## config.mk

```make
export PLATFORM = sky130hd
export DESIGN_NAME = ata_pio_transfer_sequencer
export DESIGN_NICKNAME = d
export VERILOG_FILES = /design/src/rtl/atapio_pkg.sv /design/src/rtl/atapio_front.sv /design/src/rtl/atapio_queue.sv /design/src/rtl/atapio_back.sv /design/src/rtl/ata_pio_transfer_sequencer.sv
export SDC_FILE = /design/constraint.sdc
export NUM_CORES = 1
export LEC_CHECK = 0
export BUFFER_PORTS_ARGS = -buffer_cell sky130_fd_sc_hd__buf_2
export CORE_ASPECT_RATIO = 1.75
export CORE_MARGIN = 5
export CORE_UTILIZATION = 45
export CTS_BUF_LIST = sky130_fd_sc_hd__clkbuf_16
export CTS_CLUSTER_DIAMETER = 40
export CTS_CLUSTER_SIZE = 40
export DETAILED_ROUTE_END_ITERATION = 10
export GPL_TIMING_DRIVEN = 0
export PLACE_DENSITY = 0.64
export SYNTH_ARGS = -nofsm -noshare
export SYNTH_HDL_FRONTEND = slang
export SYNTH_SLANG_ARGS = --single-unit
```

## constraint.sdc

```tcl
create_clock -name clk -period 6.2 [get_ports clk]
set_input_delay 1.24 -clock clk [delete_from_list [all_inputs] [get_ports clk]]
set_output_delay 1.24 -clock clk [all_outputs]
set_load 0.02 [all_outputs]
```

## src/rtl/atapio_pkg.sv

```systemverilog
// Shared types, codes and constants of the ATA PIO LBA28 transfer sequencer.
// Used by every module below the top level and by the top level itself.
package atapio_pkg;

    // Port payloads
    typedef struct packed {
        logic [1:0]  command;
        logic        is_write;
        logic        drive;
        logic [27:0] lba;
        logic [15:0] sector_count;
        logic [7:0]  status_byte;
    } in_item_t;

    typedef struct packed {
        logic [2:0]  kind;
        logic [2:0]  reg_offset;
        logic [7:0]  value;
        logic [16:0] word_count;
        logic        last;
    } out_item_t;

    // Input commands
    localparam logic [1:0] CMD_START = 2'd0;
    localparam logic [1:0] CMD_INTR  = 2'd1;
    localparam logic [1:0] CMD_STAT  = 2'd2;

    // Configuration register indexes
    localparam logic CFG_TIMEOUT  = 1'b0;
    localparam logic CFG_LAST_LBA = 1'b1;

    localparam logic [11:0] TIMEOUT_RESET  = 12'd3000;
    localparam logic [27:0] LAST_LBA_RESET = 28'd163839;

    // Result kinds
    localparam logic [2:0] K_REG    = 3'd0;
    localparam logic [2:0] K_RBURST = 3'd1;
    localparam logic [2:0] K_WBURST = 3'd2;
    localparam logic [2:0] K_DONE   = 3'd3;
    localparam logic [2:0] K_ERR    = 3'd4;
    localparam logic [2:0] K_ACK    = 3'd5;

    // Error codes
    localparam logic [1:0] ERR_TIMEOUT = 2'd0;
    localparam logic [1:0] ERR_NO_DRQ  = 2'd1;
    localparam logic [1:0] ERR_BAD_REQ = 2'd2;

    // Task-file register offsets
    localparam logic [2:0] REG_NONE     = 3'd0;
    localparam logic [2:0] REG_COUNT    = 3'd2;
    localparam logic [2:0] REG_LBA_LO   = 3'd3;
    localparam logic [2:0] REG_LBA_MID  = 3'd4;
    localparam logic [2:0] REG_LBA_HI   = 3'd5;
    localparam logic [2:0] REG_DRV_HEAD = 3'd6;
    localparam logic [2:0] REG_COMMAND  = 3'd7;

    // Bus constants
    localparam logic [7:0] STAT_BSY  = 8'h80;
    localparam logic [7:0] STAT_DRQ  = 8'h08;
    localparam logic [7:0] DEV_FIXED = 8'hA0;
    localparam logic [7:0] DEV_LBA   = 8'h40;
    localparam logic [7:0] DEV_SLAVE = 8'h10;
    localparam logic [7:0] ATA_READ  = 8'h20;
    localparam logic [7:0] ATA_WRITE = 8'h30;

    localparam logic [8:0] MAX_CHUNK_SECTORS = 9'd256;
    localparam int         SECTOR_SHIFT      = 8;   // 256 words per sector

    localparam int QUEUE_DEPTH_DEFAULT = 4;

    typedef enum logic [2:0] {
        PH_IDLE,
        PH_RD_WAIT_INT,
        PH_RD_POLL,
        PH_WR_POLL,
        PH_WR_WAIT_INT
    } phase_t;

    // Result slots of one job, in the order in which they leave the block
    localparam int SLOT_N = 11;
    localparam logic [3:0] SL_ERR   = 4'd0;
    localparam logic [3:0] SL_ACK   = 4'd1;
    localparam logic [3:0] SL_DEV   = 4'd2;
    localparam logic [3:0] SL_BURST = 4'd3;
    localparam logic [3:0] SL_CNT   = 4'd4;
    localparam logic [3:0] SL_LBA0  = 4'd5;
    localparam logic [3:0] SL_LBA1  = 4'd6;
    localparam logic [3:0] SL_LBA2  = 4'd7;
    localparam logic [3:0] SL_DEVC  = 4'd8;
    localparam logic [3:0] SL_CMD   = 4'd9;
    localparam logic [3:0] SL_DONE  = 4'd10;

    // Work handed from the front part to the back part
    typedef struct packed {
        logic        has_err;
        logic [1:0]  err_code;
        logic        has_ack;
        logic        has_dev;
        logic        has_burst;
        logic        burst_wr;
        logic [16:0] words;
        logic        has_chunk;
        logic        slave;
        logic        wr;
        logic [7:0]  count_byte;
        logic [27:0] lba;
        logic        has_done;
    } job_t;

endpackage

```

## src/rtl/atapio_front.sv

```systemverilog
// Front part: accepts input words, holds the transfer state and configuration,
// and turns each word into a job for the back part. Depends on atapio_pkg.
module atapio_front
(
    input  logic                 clk,
    input  logic                 rst_n,
    input  logic                 cfg_we,
    input  logic                 cfg_index,
    input  logic [27:0]          cfg_data,
    input  logic                 acc,
    input  atapio_pkg::in_item_t item,
    output logic                 push,
    output atapio_pkg::job_t     job
);

    logic [11:0]        timeout_reg;
    logic [27:0]        last_lba_reg;

    atapio_pkg::phase_t phase_reg, phase_next;
    logic               write_mode_reg, write_mode_next;
    logic               slave_reg, slave_next;
    logic [27:0]        cur_lba_reg, cur_lba_next;
    logic [15:0]        rem_reg, rem_next;
    logic [8:0]         chunk_reg, chunk_next;
    logic [11:0]        poll_reg, poll_next;
    logic               expect_reg, expect_next;

    logic               start_bad, polling, bsy, drq, timeout_hit;
    logic [12:0]        poll_inc;
    logic [15:0]        fin_rem;
    logic               fin_done;
    logic [8:0]         fin_chunk, start_chunk;
    logic [27:0]        fin_lba;

    always_comb
    begin
        start_bad = (phase_reg != atapio_pkg::PH_IDLE) || (item.sector_count == 16'd0)
                    || (item.lba > last_lba_reg)
                    || (({1'b0, item.lba} + {13'd0, item.sector_count}) > 29'h1000_0000);
        polling   = (phase_reg == atapio_pkg::PH_RD_POLL) || (phase_reg == atapio_pkg::PH_WR_POLL);
        bsy       = (item.status_byte & atapio_pkg::STAT_BSY) != 8'd0;
        drq       = (item.status_byte & atapio_pkg::STAT_DRQ) != 8'd0;
        poll_inc  = {1'b0, poll_reg} + 13'd1;
        timeout_hit = poll_inc >= {1'b0, timeout_reg};
        // The remaining count is kept rather than the sectors done, so the end of
        // a transfer is an equality test.
        fin_rem   = rem_reg - {7'd0, chunk_reg};
        fin_done  = rem_reg == {7'd0, chunk_reg};
        fin_chunk = (fin_rem > {7'd0, atapio_pkg::MAX_CHUNK_SECTORS})
                    ? atapio_pkg::MAX_CHUNK_SECTORS : fin_rem[8:0];
        fin_lba   = cur_lba_reg + {19'd0, chunk_reg};
        start_chunk = (item.sector_count > {7'd0, atapio_pkg::MAX_CHUNK_SECTORS})
                      ? atapio_pkg::MAX_CHUNK_SECTORS : item.sector_count[8:0];
    end

    // Next phase
    always_comb
    begin
        phase_next = phase_reg;
        if (acc)
        begin
            case (item.command)
                atapio_pkg::CMD_START:
                begin
                    if (!start_bad)
                        phase_next = item.is_write ? atapio_pkg::PH_WR_POLL
                                                   : atapio_pkg::PH_RD_WAIT_INT;
                end
                atapio_pkg::CMD_INTR:
                begin
                    if (expect_reg && phase_reg == atapio_pkg::PH_RD_WAIT_INT)
                        phase_next = atapio_pkg::PH_RD_POLL;
                    else if (expect_reg && phase_reg == atapio_pkg::PH_WR_WAIT_INT)
                        phase_next = fin_done ? atapio_pkg::PH_IDLE : atapio_pkg::PH_WR_POLL;
                end
                atapio_pkg::CMD_STAT:
                begin
                    if (polling)
                    begin
                        if (bsy)
                        begin
                            if (timeout_hit)
                                phase_next = atapio_pkg::PH_IDLE;
                        end
                        else if (!drq)
                            phase_next = atapio_pkg::PH_IDLE;
                        else if (phase_reg == atapio_pkg::PH_RD_POLL)
                            phase_next = fin_done ? atapio_pkg::PH_IDLE
                                                  : atapio_pkg::PH_RD_WAIT_INT;
                        else if (expect_reg)
                            phase_next = atapio_pkg::PH_WR_WAIT_INT;
                        else
                            phase_next = fin_done ? atapio_pkg::PH_IDLE
                                                  : atapio_pkg::PH_WR_POLL;
                    end
                end
                default:
                begin
                    phase_next = phase_reg;
                end
            endcase
        end
    end

    // Job and datapath registers
    always_comb
    begin
        logic do_finish;
        do_finish       = 1'b0;
        job             = '0;
        write_mode_next = write_mode_reg;
        slave_next      = slave_reg;
        cur_lba_next    = cur_lba_reg;
        rem_next        = rem_reg;
        chunk_next      = chunk_reg;
        poll_next       = poll_reg;
        expect_next     = expect_reg;
        if (acc)
        begin
            case (item.command)
                atapio_pkg::CMD_START:
                begin
                    if (start_bad)
                    begin
                        job.has_err  = 1'b1;
                        job.err_code = atapio_pkg::ERR_BAD_REQ;
                    end
                    else
                    begin
                        write_mode_next = item.is_write;
                        slave_next      = item.drive;
                        cur_lba_next    = item.lba;
                        rem_next        = item.sector_count;
                        chunk_next      = start_chunk;
                        poll_next       = 12'd0;
                        expect_next     = 1'b1;
                        job.has_dev     = 1'b1;
                        job.has_chunk   = 1'b1;
                        job.slave       = item.drive;
                        job.wr          = item.is_write;
                        job.count_byte  = start_chunk[7:0];
                        job.lba         = item.lba;
                    end
                end
                atapio_pkg::CMD_INTR:
                begin
                    if (expect_reg)
                    begin
                        expect_next = 1'b0;
                        job.has_ack = 1'b1;
                        if (phase_reg == atapio_pkg::PH_RD_WAIT_INT)
                            poll_next = 12'd0;
                        else if (phase_reg == atapio_pkg::PH_WR_WAIT_INT)
                            do_finish = 1'b1;
                    end
                end
                atapio_pkg::CMD_STAT:
                begin
                    if (polling)
                    begin
                        if (bsy)
                        begin
                            if (timeout_hit)
                            begin
                                expect_next  = 1'b0;
                                job.has_err  = 1'b1;
                                job.err_code = atapio_pkg::ERR_TIMEOUT;
                            end
                            else
                                poll_next = poll_inc[11:0];
                        end
                        else if (!drq)
                        begin
                            expect_next  = 1'b0;
                            job.has_err  = 1'b1;
                            job.err_code = atapio_pkg::ERR_NO_DRQ;
                        end
                        else
                        begin
                            job.has_burst = 1'b1;
                            job.burst_wr  = phase_reg == atapio_pkg::PH_WR_POLL;
                            job.words     = {chunk_reg, {atapio_pkg::SECTOR_SHIFT{1'b0}}};
                            // A write chunk whose interrupt is still due ends on it.
                            if (phase_reg == atapio_pkg::PH_RD_POLL || !expect_reg)
                                do_finish = 1'b1;
                        end
                    end
                end
                default:
                begin
                    job = '0;
                end
            endcase

            if (do_finish)
            begin
                rem_next = fin_rem;
                if (fin_done)
                    job.has_done = 1'b1;
                else
                begin
                    cur_lba_next   = fin_lba;
                    chunk_next     = fin_chunk;
                    poll_next      = 12'd0;
                    expect_next    = 1'b1;
                    job.has_chunk  = 1'b1;
                    job.slave      = slave_reg;
                    job.wr         = write_mode_reg;
                    job.count_byte = fin_chunk[7:0];
                    job.lba        = fin_lba;
                end
            end
        end
        push = acc && (job.has_err || job.has_ack || job.has_dev || job.has_burst
                       || job.has_chunk || job.has_done);
    end

    always_ff @(posedge clk or negedge rst_n)
    begin
        if (!rst_n)
        begin
            timeout_reg    <= atapio_pkg::TIMEOUT_RESET;
            last_lba_reg   <= atapio_pkg::LAST_LBA_RESET;
            phase_reg      <= atapio_pkg::PH_IDLE;
            write_mode_reg <= 1'b0;
            slave_reg      <= 1'b0;
            cur_lba_reg    <= '0;
            rem_reg        <= '0;
            chunk_reg      <= '0;
            poll_reg       <= '0;
            expect_reg     <= 1'b0;
        end
        else
        begin
            if (cfg_we && cfg_index == atapio_pkg::CFG_TIMEOUT)
                timeout_reg <= cfg_data[11:0];
            if (cfg_we && cfg_index == atapio_pkg::CFG_LAST_LBA)
                last_lba_reg <= cfg_data;
            phase_reg      <= phase_next;
            write_mode_reg <= write_mode_next;
            slave_reg      <= slave_next;
            cur_lba_reg    <= cur_lba_next;
            rem_reg        <= rem_next;
            chunk_reg      <= chunk_next;
            poll_reg       <= poll_next;
            expect_reg     <= expect_next;
        end
    end

endmodule

```

## src/rtl/atapio_queue.sv

```systemverilog
// Short first-in first-out queue of jobs between the front and back parts.
// Depends on atapio_pkg for the job type.
module atapio_queue #(
    parameter int DEPTH = atapio_pkg::QUEUE_DEPTH_DEFAULT   // 2 or more
)
(
    input  logic             clk,
    input  logic             rst_n,
    input  logic             push,
    input  atapio_pkg::job_t push_job,
    input  logic             pop,
    output atapio_pkg::job_t head,
    output logic             full,
    output logic             empty
);

    localparam int PTR_W = $clog2(DEPTH);
    localparam int CNT_W = $clog2(DEPTH + 1);

    atapio_pkg::job_t   slots_reg [DEPTH];
    logic [PTR_W-1:0]   wr_ptr_reg, rd_ptr_reg;
    logic [CNT_W-1:0]   count_reg;

    assign full  = count_reg == CNT_W'(DEPTH);
    assign empty = count_reg == '0;
    assign head  = slots_reg[rd_ptr_reg];

    always_ff @(posedge clk)
    begin
        if (push)
            slots_reg[wr_ptr_reg] <= push_job;
    end

    always_ff @(posedge clk or negedge rst_n)
    begin
        if (!rst_n)
        begin
            wr_ptr_reg <= '0;
            rd_ptr_reg <= '0;
            count_reg  <= '0;
        end
        else
        begin
            if (push)
                wr_ptr_reg <= (wr_ptr_reg == PTR_W'(DEPTH - 1)) ? '0 : wr_ptr_reg + 1'b1;
            if (pop)
                rd_ptr_reg <= (rd_ptr_reg == PTR_W'(DEPTH - 1)) ? '0 : rd_ptr_reg + 1'b1;
            if (push && !pop)
                count_reg <= count_reg + 1'b1;
            else if (pop && !push)
                count_reg <= count_reg - 1'b1;
        end
    end

endmodule

```

## src/rtl/atapio_back.sv

```systemverilog
// Back part: takes one job at a time from the queue and issues its result words
// in order, one per cycle while the output is taken. Depends on atapio_pkg.
module atapio_back
(
    input  logic                  clk,
    input  logic                  rst_n,
    input  atapio_pkg::job_t      head,
    input  logic                  empty,
    output logic                  pop,
    output logic                  out_valid,
    input  logic                  out_ready,
    output atapio_pkg::out_item_t out_data
);

    localparam int N = atapio_pkg::SLOT_N;

    atapio_pkg::job_t job_reg;
    logic [N-1:0]     slots_reg, slots_next;
    logic [3:0]       sel;
    logic [N-1:0]     remain, after;
    logic [7:0]       dev_byte;

    function automatic logic [N-1:0] slot_mask(input atapio_pkg::job_t j);
        logic [N-1:0] m;
        m = '0;
        m[atapio_pkg::SL_ERR]   = j.has_err;
        m[atapio_pkg::SL_ACK]   = j.has_ack;
        m[atapio_pkg::SL_DEV]   = j.has_dev;
        m[atapio_pkg::SL_BURST] = j.has_burst;
        m[atapio_pkg::SL_CNT]   = j.has_chunk;
        m[atapio_pkg::SL_LBA0]  = j.has_chunk;
        m[atapio_pkg::SL_LBA1]  = j.has_chunk;
        m[atapio_pkg::SL_LBA2]  = j.has_chunk;
        m[atapio_pkg::SL_DEVC]  = j.has_chunk;
        m[atapio_pkg::SL_CMD]   = j.has_chunk;
        m[atapio_pkg::SL_DONE]  = j.has_done;
        return m;
    endfunction

    // The lowest pending slot goes out next.
    always_comb
    begin
        sel = 4'd0;
        for (int i = N - 1; i >= 0; i--)
        begin
            if (slots_reg[i])
                sel = 4'(i);
        end
        remain = slots_reg & ~(N'(1) << sel);
    end

    assign out_valid = slots_reg != '0;
    assign dev_byte  = atapio_pkg::DEV_FIXED | atapio_pkg::DEV_LBA
                       | (job_reg.slave ? atapio_pkg::DEV_SLAVE : 8'd0);

    always_comb
    begin
        out_data      = '0;
        out_data.last = remain == '0;
        case (sel)
            atapio_pkg::SL_ERR:
            begin
                out_data.kind  = atapio_pkg::K_ERR;
                out_data.value = {6'd0, job_reg.err_code};
            end
            atapio_pkg::SL_ACK:
            begin
                out_data.kind       = atapio_pkg::K_ACK;
                out_data.reg_offset = atapio_pkg::REG_COMMAND;
            end
            atapio_pkg::SL_DEV:
            begin
                out_data.kind       = atapio_pkg::K_REG;
                out_data.reg_offset = atapio_pkg::REG_DRV_HEAD;
                out_data.value      = dev_byte;
            end
            atapio_pkg::SL_BURST:
            begin
                out_data.kind       = job_reg.burst_wr ? atapio_pkg::K_WBURST
                                                       : atapio_pkg::K_RBURST;
                out_data.word_count = job_reg.words;
            end
            atapio_pkg::SL_CNT:
            begin
                out_data.kind       = atapio_pkg::K_REG;
                out_data.reg_offset = atapio_pkg::REG_COUNT;
                out_data.value      = job_reg.count_byte;
            end
            atapio_pkg::SL_LBA0:
            begin
                out_data.kind       = atapio_pkg::K_REG;
                out_data.reg_offset = atapio_pkg::REG_LBA_LO;
                out_data.value      = job_reg.lba[7:0];
            end
            atapio_pkg::SL_LBA1:
            begin
                out_data.kind       = atapio_pkg::K_REG;
                out_data.reg_offset = atapio_pkg::REG_LBA_MID;
                out_data.value      = job_reg.lba[15:8];
            end
            atapio_pkg::SL_LBA2:
            begin
                out_data.kind       = atapio_pkg::K_REG;
                out_data.reg_offset = atapio_pkg::REG_LBA_HI;
                out_data.value      = job_reg.lba[23:16];
            end
            atapio_pkg::SL_DEVC:
            begin
                out_data.kind       = atapio_pkg::K_REG;
                out_data.reg_offset = atapio_pkg::REG_DRV_HEAD;
                out_data.value      = dev_byte | {4'd0, job_reg.lba[27:24]};
            end
            atapio_pkg::SL_CMD:
            begin
                out_data.kind       = atapio_pkg::K_REG;
                out_data.reg_offset = atapio_pkg::REG_COMMAND;
                out_data.value      = job_reg.wr ? atapio_pkg::ATA_WRITE
                                                 : atapio_pkg::ATA_READ;
            end
            atapio_pkg::SL_DONE:
            begin
                out_data.kind = atapio_pkg::K_DONE;
            end
            default:
            begin
                out_data.kind = atapio_pkg::K_REG;
            end
        endcase
    end

    always_comb
    begin
        after      = (out_valid && out_ready) ? remain : slots_reg;
        pop        = (after == '0) && !empty;
        slots_next = pop ? slot_mask(head) : after;
    end

    always_ff @(posedge clk)
    begin
        if (pop)
            job_reg <= head;
    end

    always_ff @(posedge clk or negedge rst_n)
    begin
        if (!rst_n)
            slots_reg <= '0;
        else
            slots_reg <= slots_next;
    end

endmodule

```

## src/rtl/ata_pio_transfer_sequencer.sv

```systemverilog
// Top level of the ATA PIO LBA28 host transfer sequencer.
// Instantiates atapio_front, atapio_queue and atapio_back; uses atapio_pkg.
//
//  Channel   Signals                         Moves
//  input     in_valid / in_ready / in_data   one event word (start, interrupt, status)
//  output    out_valid / out_ready / out_data one result word
//  config    cfg_we / cfg_index / cfg_data   register write, no handshake
//
// An input word is taken every cycle while the job queue has room; its state update
// is done in that cycle. A job leaves as one to seven result words, one per cycle
// when taken, so the sustained rate is set by the back part's result count per job.
// The queue of QUEUE_DEPTH jobs lets input and output stall independently.
// Reset is asynchronous and clears all control state; no clearing pass is needed.
module ata_pio_transfer_sequencer #(
    parameter int QUEUE_DEPTH = atapio_pkg::QUEUE_DEPTH_DEFAULT
)
(
    input  logic                  clk,
    input  logic                  rst_n,
    input  logic                  cfg_we,
    input  logic                  cfg_index,
    input  logic [27:0]           cfg_data,
    input  logic                  in_valid,
    output logic                  in_ready,
    input  atapio_pkg::in_item_t  in_data,
    output logic                  out_valid,
    input  logic                  out_ready,
    output atapio_pkg::out_item_t out_data
);

    logic             push, pop, full, empty;
    atapio_pkg::job_t push_job, head;

    assign in_ready = !full;

    atapio_front u_front
    (
        .clk       (clk),
        .rst_n     (rst_n),
        .cfg_we    (cfg_we),
        .cfg_index (cfg_index),
        .cfg_data  (cfg_data),
        .acc       (in_valid && in_ready),
        .item      (in_data),
        .push      (push),
        .job       (push_job)
    );

    atapio_queue #(
        .DEPTH (QUEUE_DEPTH)
    ) u_queue
    (
        .clk      (clk),
        .rst_n    (rst_n),
        .push     (push),
        .push_job (push_job),
        .pop      (pop),
        .head     (head),
        .full     (full),
        .empty    (empty)
    );

    atapio_back u_back
    (
        .clk       (clk),
        .rst_n     (rst_n),
        .head      (head),
        .empty     (empty),
        .pop       (pop),
        .out_valid (out_valid),
        .out_ready (out_ready),
        .out_data  (out_data)
    );

endmodule

```

# After elaboration in Yosys (flattened, before gate mapping)
# Memories as Yosys holds them, arrays and structs flattened.
# Index checks and enable logic that the tools add are counted.
# word_totals
reg_bits	187
mem_bits_rw	256
out_inout_bits	34
memories	1
# mem_list
name	words	word_bits	rd	rd_ports_with_merged_regs	write_ports	line_no	source
u_queue.slots_reg	4	64	1	0	1	atapio_queue.sv:20	atapio_pkg::job_t slots_reg [DEPTH];
# op_classes
addsub	8
n_lt_le_gt_ge	5
eq_ne	25
shift	1
mux	98
n_bitwise	5
n_reduce_logical	41
# op_table
cell	n
39-bit 2-to-1 mux	3
28-bit 2-to-1 mux	4
12-bit 2-to-1 mux	8
19-bit 2-to-1 mux	4
64-bit 2-to-1 mux	1
8-bit case mux with 8 select lines	1
9-bit 2-to-1 mux	6
16-bit 2-to-1 mux	3
3-bit 2-to-1 mux	16
4-bit 2-to-1 mux	11
40-bit 2-to-1 mux	1
12-bit case mux with 3 select lines	1
16-bit by 9-bit > comparator with 1-bit output, second input constant	2
28-bit by 16-bit adder with 29-bit output	1
29-bit > comparator, second input constant	1
28-bit by 9-bit adder with 28-bit output	1
28-bit > comparator	1
1-bit 2-to-1 mux	23
11-bit zero test	2
11-bit 2-to-1 mux	2
3-bit case mux with 6 select lines	1
17-bit 2-to-1 mux	1
16-bit by 9-bit == test with 1-bit output	1
4-bit by 3-bit == test with 1-bit output, second input constant	4
other kinds (43)	84

# Depth between registers and ports, before layout
# Gate-level depths: netlist (run 1).
# depth
ltp_word	20
depth_mapped	22
ltp_nobuf	21

# Cells and area by module
# Synthesis (run 1) repeated with hierarchy kept, for this count alone.
# unflattened
hier_cells	1711
hier_area_um2	22113.7
# modules_own_cells
module	instances	cells_each	area_each_um2	seq_area_each_um2
atapio_queue	1	370	9645.5	7862.5
atapio_front	1	1106	9414.0	2806.4
atapio_back	1	233	3044.2	2016.9
ata_pio_transfer_sequencer	1	2	10.0	0.0

# Worst setup path before layout (run 1)
# Ideal clock, no wire load.
# synth_path
path_type	reg-to-reg
startpoint	register u_front.poll_reg[2]
endpoint	memory u_queue.slots_reg[0][0] in the netlist's numbering, enable pin
setup_time_ns	0.477
arrival_ns	5.161
required_time_ns	5.723
setup_slack_ns	0.562
stages_incl_launch_ff	17
period_less_slack_ns	5.638
cell_sequence	dfrtp_1 -> clkbuf_1 -> nand3_1 -> inv_1 -> nand3_1 -> nor2_1 -> and3_1 -> xor2_1 -> ha_1 -> nand3_1 -> nor2_1 -> nand3_1 -> o211a_1 -> nand2_1 -> o2111ai_1 -> nor4b_1 -> nor2b_1
# synth_via
elab_chain_len	15
# synth_lines
item	line_no	source
from (decl)	atapio_front.sv:25	logic [11:0] poll_reg, poll_next;
from (signal assigned)	atapio_front.sv:245	poll_reg <= poll_next;
12-bit by 1-bit adder with 13-bit output	atapio_front.sv:43	poll_inc = {1'b0, poll_reg} + 13'd1;
13-bit by 12-bit greater-or-equal comparator with 1-bit output	atapio_front.sv:44	timeout_hit = poll_inc >= {1'b0, timeout_reg};
3-bit 2-to-1 mux	atapio_front.sv:163	if (timeout_hit)
3-bit 2-to-1 mux	atapio_front.sv:161	if (bsy)
3-bit 2-to-1 mux	atapio_front.sv:159	if (polling)
3-bit case mux with 2 select lines	atapio_front.sv:120	case (item.command)
64-bit 2-to-1 mux	atapio_front.sv:118	if (acc)
1-bit logical OR (3 in a row)	atapio_front.sv:214	push = acc && (job.has_err || job.has_ack || job.has_dev || job.has_burst
1-bit logical OR (2 in a row)	atapio_front.sv:215	|| job.has_chunk || job.has_done);
1-bit logical AND	atapio_front.sv:214	
1-bit 2-to-1 mux	atapio_queue.sv:30	if (push)
1-bit 2-to-1 mux (implied by the code)	atapio_queue.sv:31	slots_reg[wr_ptr_reg] <= push_job;
to (decl)	atapio_queue.sv:20	
# Every way passes these cells.

# Final worst setup path (run 1)
# layout_path
startpoint	input in_data[8] in the netlist's numbering
endpoint	register u_front.phase_reg[1]
# layout_via
elab_chain_len	6
elab_cells_between_ends	8
classes_between	1 x add/sub; 1 x order compare; 1 x eq/ne; 5 x reduce/logical
# layout_lines
item	line_no	source
from (decl)	ata_pio_transfer_sequencer.sv:25	input atapio_pkg::in_item_t in_data,
parallel branches: the longest is 3 deep, another holds 28-bit by 16-bit adder with 29-bit output	--	
1-bit logical OR (*)	atapio_front.sv:39	|| (({1'b0, item.lba} + {13'd0, item.sector_count}) > 29'h1000_0000);
2-bit inequality test (no line) (*)	--	
6-bit AND reduction (no line) (*)	--	
to (signal assigned)	atapio_front.sv:224	phase_reg <= atapio_pkg::PH_IDLE;
to (signal assigned)	atapio_front.sv:239	phase_reg <= phase_next;
to (decl)	atapio_front.sv:19	atapio_pkg::phase_t phase_reg, phase_next;
# Mark *: on every way between the ends.
# A chain may end at the register's enable or synchronous reset.

==> results.sh, run 1 <==
export IMPL_status="completed"
export IMPL_setup_violations=0
export IMPL_slowest_stage="a2111oi_0"
export IMPL_gr_total_overflow=0
export IMPL_cap_violations=0
export IMPL_cts_sinks=403
export IMPL_clock_fmax_mhz=184
export IMPL_yosys_top_cells_count="edfxtp_1 (274), nand2_1 (114), dfrtp_1 (106)"
export IMPL_postCtsHoldBufs=0
export IMPL_drt_iter0_markers=977
export IMPL_cp_required_ps=6620
export IMPL_area_growth_pct=13.8
export IMPL_place_port_buffers=108
export IMPL_slew_headroom_pct=20.9
export IMPL_crit_fanout=6
export IMPL_worstPathCellList="buf_2, ha_1, fa_1, a211oi_1, o21ai_1, nor3b_2, a2111oi_0, nor4b_1, nand3_1, nor4_1, a221oi_1, nor4b_2, mux2_2"
export IMPL_p_leak_nw=9.40
export IMPL_cp_top_family="compound AO/OA/AOI/OAI gates"
export IMPL_dr_total_vias=14848
export IMPL_synth_edf_count=274
export IMPL_die_area_um2=51100
export IMPL_yosysTopAreaCell="edfxtp_1"
export IMPL_post_place_ws_ps=289
export IMPL_synth_seq_cells=403
export IMPL_p_per_area_nw_per_um2=417
export IMPL_hold_worst_slack_ps=491
export IMPL_synth_async_reset_ratio_pct=32.0
export IMPL_postCtsSetupBuffers=0
export IMPL_ant_nets=0
export IMPL_finalHoldViolCount=0
export IMPL_clk_pin_slew_worst_paths_ps=70
export IMPL_tightestPinTransition_ps=1170
export IMPL_critical_path_class="primary input to flip-flop"
export IMPL_postSynthAreaPerCell_um2=12.3
export IMPL_worstPathBufferInverterCount=1
export IMPL_yosys_top_cells_area="edfxtp_1 (39%), dfrtp_1 (13%), mux4_2 (6.0%), ha_1 (5.1%), dfstp_2 (2.9%)"
export IMPL_gp_congestion=0.989
export IMPL_routed_wirelength_mm=59.8
export IMPL_start_kind="primary input"
export IMPL_dr_pass1_iters=8
export IMPL_grt_max_degree=69
export IMPL_clockRootBuffer="clkbuf_16"
export IMPL_crit_path_max_incr_delay_ps=1010
export IMPL_avgRoutedWirePerCell_um=24.2
export IMPL_worst_ep_arrival_time_ps=5840
export IMPL_dp_hpwl_mm=46.3
export IMPL_slew_violations=0
export IMPL_grt_total_usage_pct=23.3
export IMPL_synth_most_common_cell="edfxtp_1"
export IMPL_placed_area_um2=22500
export IMPL_clk_latency_ps=570
export IMPL_period_share_pct=87.5
export IMPL_holdCritPathClass="flip-flop to flip-flop"
export IMPL_synth_top_area_share_pct=39.3
export IMPL_setup_ws_ps=776
export IMPL_core_area_um2=46100
export IMPL_setup_tns_ps=0
export IMPL_antenna_found_initial=0
export IMPL_drive_gt1_share_pct=20.4
export IMPL_first_global_vias=15681
export IMPL_synth_flop_cell="edfxtp_1"
export IMPL_via_per_inst=6.01
export IMPL_stdcell_area_um2=23800
export IMPL_io_pins=124
export IMPL_netlist_area_um2=20900
export IMPL_synth_yosys_warnings=0
export IMPL_drc=0
export IMPL_synth_cells=1696
export IMPL_die_w_um=173
export IMPL_cp_end_kind="flip-flop"
export IMPL_cts_buffers=36
export IMPL_diodes=0
export IMPL_min_period_ps=5420
export IMPL_clk_path_buf_depth=3
export IMPL_ys_seq_area_share_pct=54.9
export IMPL_die_h_um=295
export IMPL_cts_tree="done"
export IMPL_peakVddDrop_mv=0.240
export IMPL_nNetsFinal=2039
export IMPL_start_util_pct=45.4
export IMPL_grt_pass1_wl_mm=91.6
export IMPL_rsz0062_at_grt="no"
export IMPL_ys_types=95
export IMPL_row_count=104
export IMPL_largest_reg_flops=224
export IMPL_cts_resized_gates=0
export IMPL_htreeDepth=2
export IMPL_finClkSkew_ps=41.4
[routing by layer]
metal | wire [um] | GRT usage, %
met4 | 4400 | 15.1
met3 | 2690 | 3.40
met5 | 0 | 0
met1 | 20700 | 24.0
met2 | 32100 | 43.9
[final timing paths]
kind,from,to,slack (ps),cells past startpoint
max in group asynchronous,rst_n,u_front.rem_reg[12]$_DFFE_PN0P_,4650,2
min,u_front.cur_lba_reg[4]$_DFFE_PN0P_,u_front.cur_lba_reg[4]$_DFFE_PN0P_,490,1
min in group asynchronous,rst_n,u_front.timeout_reg[0]$_DFFE_PN0P_,700,1
max reg2reg,u_front.poll_reg[2]$_DFFE_PN0P_,u_queue.count_reg[1]$_DFFE_PN0P_,980,19
min reg2reg,u_front.cur_lba_reg[4]$_DFFE_PN0P_,u_front.cur_lba_reg[4]$_DFFE_PN0P_,490,1
max,in_data[8],u_front.phase_reg[1]$_DFFE_PN0P_,780,13
[cell type report]
class | count | area [um^2]
clock buffers | 38 | 951
well taps | 583 | 729
inverters | 100 | 380
repair buffers | 119 | 769
flip-flops and latches | 403 | 11500
fillers | 4058 | 22300
multi-input cells | 1115 | 8730
plain buffers | 85 | 402
clock inverters | 28 | 365
[stage by stage]
step	instances	util [%]	power [W]
final	2471	51.7	0.00992
after global routing	2471	51.7	0.0105
after CTS	2471	51.7	0.00999
after detailed placement	2405	48.8	0.00757
after global placement	2394	48.2	0.00745
after floorplan	1703	-	0.00634
[logic make-up (layout without fill, tap and decap cells)]
kind of cell / count (synthesis) / count (layout) / synth area share (%)
compound gates: 408 / 408 / 13.8
xor+xnor: 51 / 51 / 2.13
fa+ha+maj: 91 / 91 / 5.56
buf+inv: 185 / 370 / 3.74
flops: 403 / 403 / 54.9
mux: 112 / 112 / 8.93
other cells: 1 / 8 / 0.0179
simple gates: 445 / 445 / 10.9
[power by group]
group          switching (W)  total [W]  internal (W)
Sequential          0.000285    0.00374       0.00346
Clock                0.00117    0.00242       0.00125
Combinational        0.00227    0.00376       0.00149
[worst reg2reg max path: stages (launching register included)]
cell,delay [ps]
dfrtp_1,320
clkbuf_1,290
nand3_1,230
inv_1,100
nand3_1,210
nor2_1,240
and3_1,250
xor2_1,210
ha_1,280
nand3_1,110
o21ai_0,120
a31oi_1,270
nand2_1,120
o2111ai_1,130
nor4b_2,970
inv_1,220
ha_1,300
inv_1,80
fa_1,400
mux2_2,270
[cell usage in the layout (no fill, tap or decap), types with 56 or more instances in the layout]
cell        n
edfxtp_1  274
buf_2     124
nand2_1   114
dfrtp_1   106
inv_1      97
nor2_1     90
ha_1       85
o21ai_0    79
a21oi_1    74
a21o_1     58
mux4_2     56
(Power assumes the default switching activity.)
==> run 2, diff against run 1 <==
--- a/config.mk
+++ b/config.mk
@@ -8,13 +8,13 @@
 export BUFFER_PORTS_ARGS = -buffer_cell sky130_fd_sc_hd__buf_2
 export CORE_ASPECT_RATIO = 1.75
 export CORE_MARGIN = 5
-export CORE_UTILIZATION = 45
+export CORE_UTILIZATION = 35
 export CTS_BUF_LIST = sky130_fd_sc_hd__clkbuf_16
 export CTS_CLUSTER_DIAMETER = 40
 export CTS_CLUSTER_SIZE = 40
 export DETAILED_ROUTE_END_ITERATION = 10
 export GPL_TIMING_DRIVEN = 0
-export PLACE_DENSITY = 0.64
+export PLACE_DENSITY = 0.53
 export SYNTH_ARGS = -nofsm -noshare
 export SYNTH_HDL_FRONTEND = slang
 export SYNTH_SLANG_ARGS = --single-unit
==> run 2 against run 1 <==
  * Highest routed layer unchanged
  * Critical path depth fell by 1
  * Combinational power up 1%
  * Sequential power is essentially flat
  * Via count decreased by 0.76%
  * Worst setup slack worse by 82 ps
  * First-iteration DRC count down 12%
  * Die area is 27% higher
  * Sequential share of layout area down 0.49 points
  * Critical path type unchanged
  * Largest cell class unchanged
==> results.sh, run 2 (synthesis gave the netlist of run 1 again) <==
export IMPL_status="completed"
export IMPL_swShare_pct=38.0
export IMPL_drc=0
export IMPL_slowest_stage="o311ai_0"
export IMPL_die_w_um=195
export IMPL_cp_top_family="compound AO/OA/AOI/OAI gates"
export IMPL_slew_headroom_pct=10.5
export IMPL_gp_congestion=0.932
export IMPL_p_per_area_nw_per_um2=414
export IMPL_clock_fmax_mhz=182
export IMPL_antenna_found_initial=1
export IMPL_start_kind="primary input"
export IMPL_worstPathCellList="buf_2, ha_1, o21ai_0, a21oi_1, o311ai_0, nand4_1, nor3b_1, nand2_1, nor4_1, a221oi_1, nor4b_2, mux2_2"
export IMPL_placedCellCount=2602
export IMPL_finClkSkew_ps=53.9
export IMPL_cts_sinks=403
export IMPL_worst_ep_arrival_time_ps=5940
export IMPL_area_growth_pct=15.0
export IMPL_dr_pass1_iters=5
export IMPL_clk_path_buf_depth=3
export IMPL_p_total_w=0.00996
export IMPL_cp_end_kind="flip-flop"
export IMPL_final_cells=2670
export IMPL_die_h_um=333
export IMPL_gr_total_overflow=0
export IMPL_cts_tree="done"
export IMPL_io_pins=124
export IMPL_postCtsSetupBuffers=0
export IMPL_first_global_vias=15328
export IMPL_row_count=118
export IMPL_setup_violations=0
export IMPL_core_area_um2=59200
export IMPL_postCtsHoldBufs=0
export IMPL_period_share_pct=88.8
export IMPL_cp_required_ps=6640
export IMPL_die_area_um2=65000
export IMPL_cts_buffers=37
export IMPL_drt_iter0_markers=862
export IMPL_dp_hpwl_mm=49.3
export IMPL_crit_path_max_incr_delay_ps=910
export IMPL_placed_area_um2=22700
export IMPL_ant_nets=0
export IMPL_nNetsFinal=2040
export IMPL_htreeDepth=2
export IMPL_critical_path_class="primary input to flip-flop"
export IMPL_final_common_cell="edfxtp_1"
export IMPL_start_util_pct=35.3
export IMPL_place_port_buffers=108
export IMPL_clk_pin_slew_worst_paths_ps=60
export IMPL_stdcell_area_um2=24100
export IMPL_layout_common_cells="edfxtp_1 (274), buf_2 (124), nand2_1 (114), dfrtp_1 (106), inv_1 (98)"
export IMPL_p_switching_w=0.00379
export IMPL_largest_reg_flops=224
export IMPL_p_seq_share_pct=37.5
export IMPL_peakVddDrop_mv=0.413
export IMPL_cts_resized_gates=0
export IMPL_via_per_inst=5.52
export IMPL_holdCritPathClass="flip-flop to flip-flop"
export IMPL_grt_pass1_wl_mm=94.5
export IMPL_drive_gt1_share_pct=20.3
export IMPL_worstPathBufferInverterCount=1
export IMPL_slew_violations=0
export IMPL_tightestPinTransition_ps=1330
export IMPL_p_leak_nw=9.40
export IMPL_hold_worst_slack_ps=487
export IMPL_combPwrFrac_pct=38.2
export IMPL_routed_wirelength_mm=63.1
export IMPL_pwr_share_clk_pct=24.3
export IMPL_clockRootBuffer="clkbuf_16"
export IMPL_power_internal_w=0.00617
export IMPL_crit_fanout=6
export IMPL_min_period_ps=5510
export IMPL_grt_total_usage_pct=18.9
export IMPL_fill_cells=5599
export IMPL_cap_violations=0
export IMPL_rsz0062_at_grt="no"
export IMPL_grt_max_degree=84
export IMPL_clk_latency_ps=590
export IMPL_finalHoldViolCount=0
export IMPL_dr_total_vias=14735
export IMPL_avgRoutedWirePerCell_um=23.6
run 2: cell types whose count changed in the layout (fill, tap and decap cells not counted), sizes merged:
cell	before	now
diode	0	1
bufinv	1	0
inv	110	112
clkinv	15	16
clkbuf	86	87
clkinvlp	2	0
run 2: layout make-up:
class | instances | area, um^2 | share of cell area, %
multi-input combinational | 1115 | 8730 | 36.3
buffer | 85 | 402 | 1.67
clock buffer | 39 | 976 | 4.06
clock inverter | 28 | 334 | 1.39
tap | 780 | 976 | 4.06
sequential | 403 | 11500 | 47.7
antenna | 1 | 2.50 | 0.0104
timing repair buffer | 119 | 769 | 3.20
inverter | 100 | 380 | 1.58
run 2: path summary, 6_finish.rpt:
check | startpoint | endpoint | slack, ps | cells after the start
min in group asynchronous | rst_n | u_front.rem_reg[4]$_DFFE_PN0P_ | 610 | 1
worst max register to register | u_front.poll_reg[2]$_DFFE_PN0P_ | u_queue.count_reg[1]$_DFFE_PN0P_ | 990 | 20
worst min register to register | u_front.cur_lba_reg[2]$_DFFE_PN0P_ | u_front.cur_lba_reg[2]$_DFFE_PN0P_ | 490 | 1
max in group asynchronous | rst_n | u_front.timeout_reg[3]$_DFFE_PN1P_ | 4680 | 2
worst max-delay path | in_data[22] | u_front.phase_reg[1]$_DFFE_PN0P_ | 690 | 12
worst min-delay path | u_front.cur_lba_reg[2]$_DFFE_PN0P_ | u_front.cur_lba_reg[2]$_DFFE_PN0P_ | 490 | 1
run 2: power by group through the flow:
stage	logic [W]	registers, W	clock network, W
finish	0.00380	0.00374	0.00242
global route	0.00415	0.00379	0.00259
CTS	0.00386	0.00374	0.00248
detailed placement	0.00385	0.00380	0
global placement	0.00374	0.00382	0
floorplan	0.00262	0.00372	0
run 2: through the flow:
| step | TNS [ps] | setup WS [ps] | utilization [%] |
|---|---|---|---|
| 2_1_floorplan | 0 | 562 | - |
| 4_1_cts | 0 | 619 | 40.6 |
| 3_3_place_gp | -628540 | -2840 | 37.9 |
| 3_5_place_dp | 0 | 50.2 | 38.4 |
| 6_report | 0 | 694 | 40.6 |
| 5_1_grt | 0 | 497 | 40.6 |
run 2: layer usage:
layer	wire (um)	global-route usage (%)	part of all wire, %	vias up
met5	0	0	0	-
met4	4030	10.5	6.4	0
met3	2590	2.71	4.1	150
met2	34400	36.4	55	433
met1	22100	19.4	35	7352
li1	-	-	-	6800
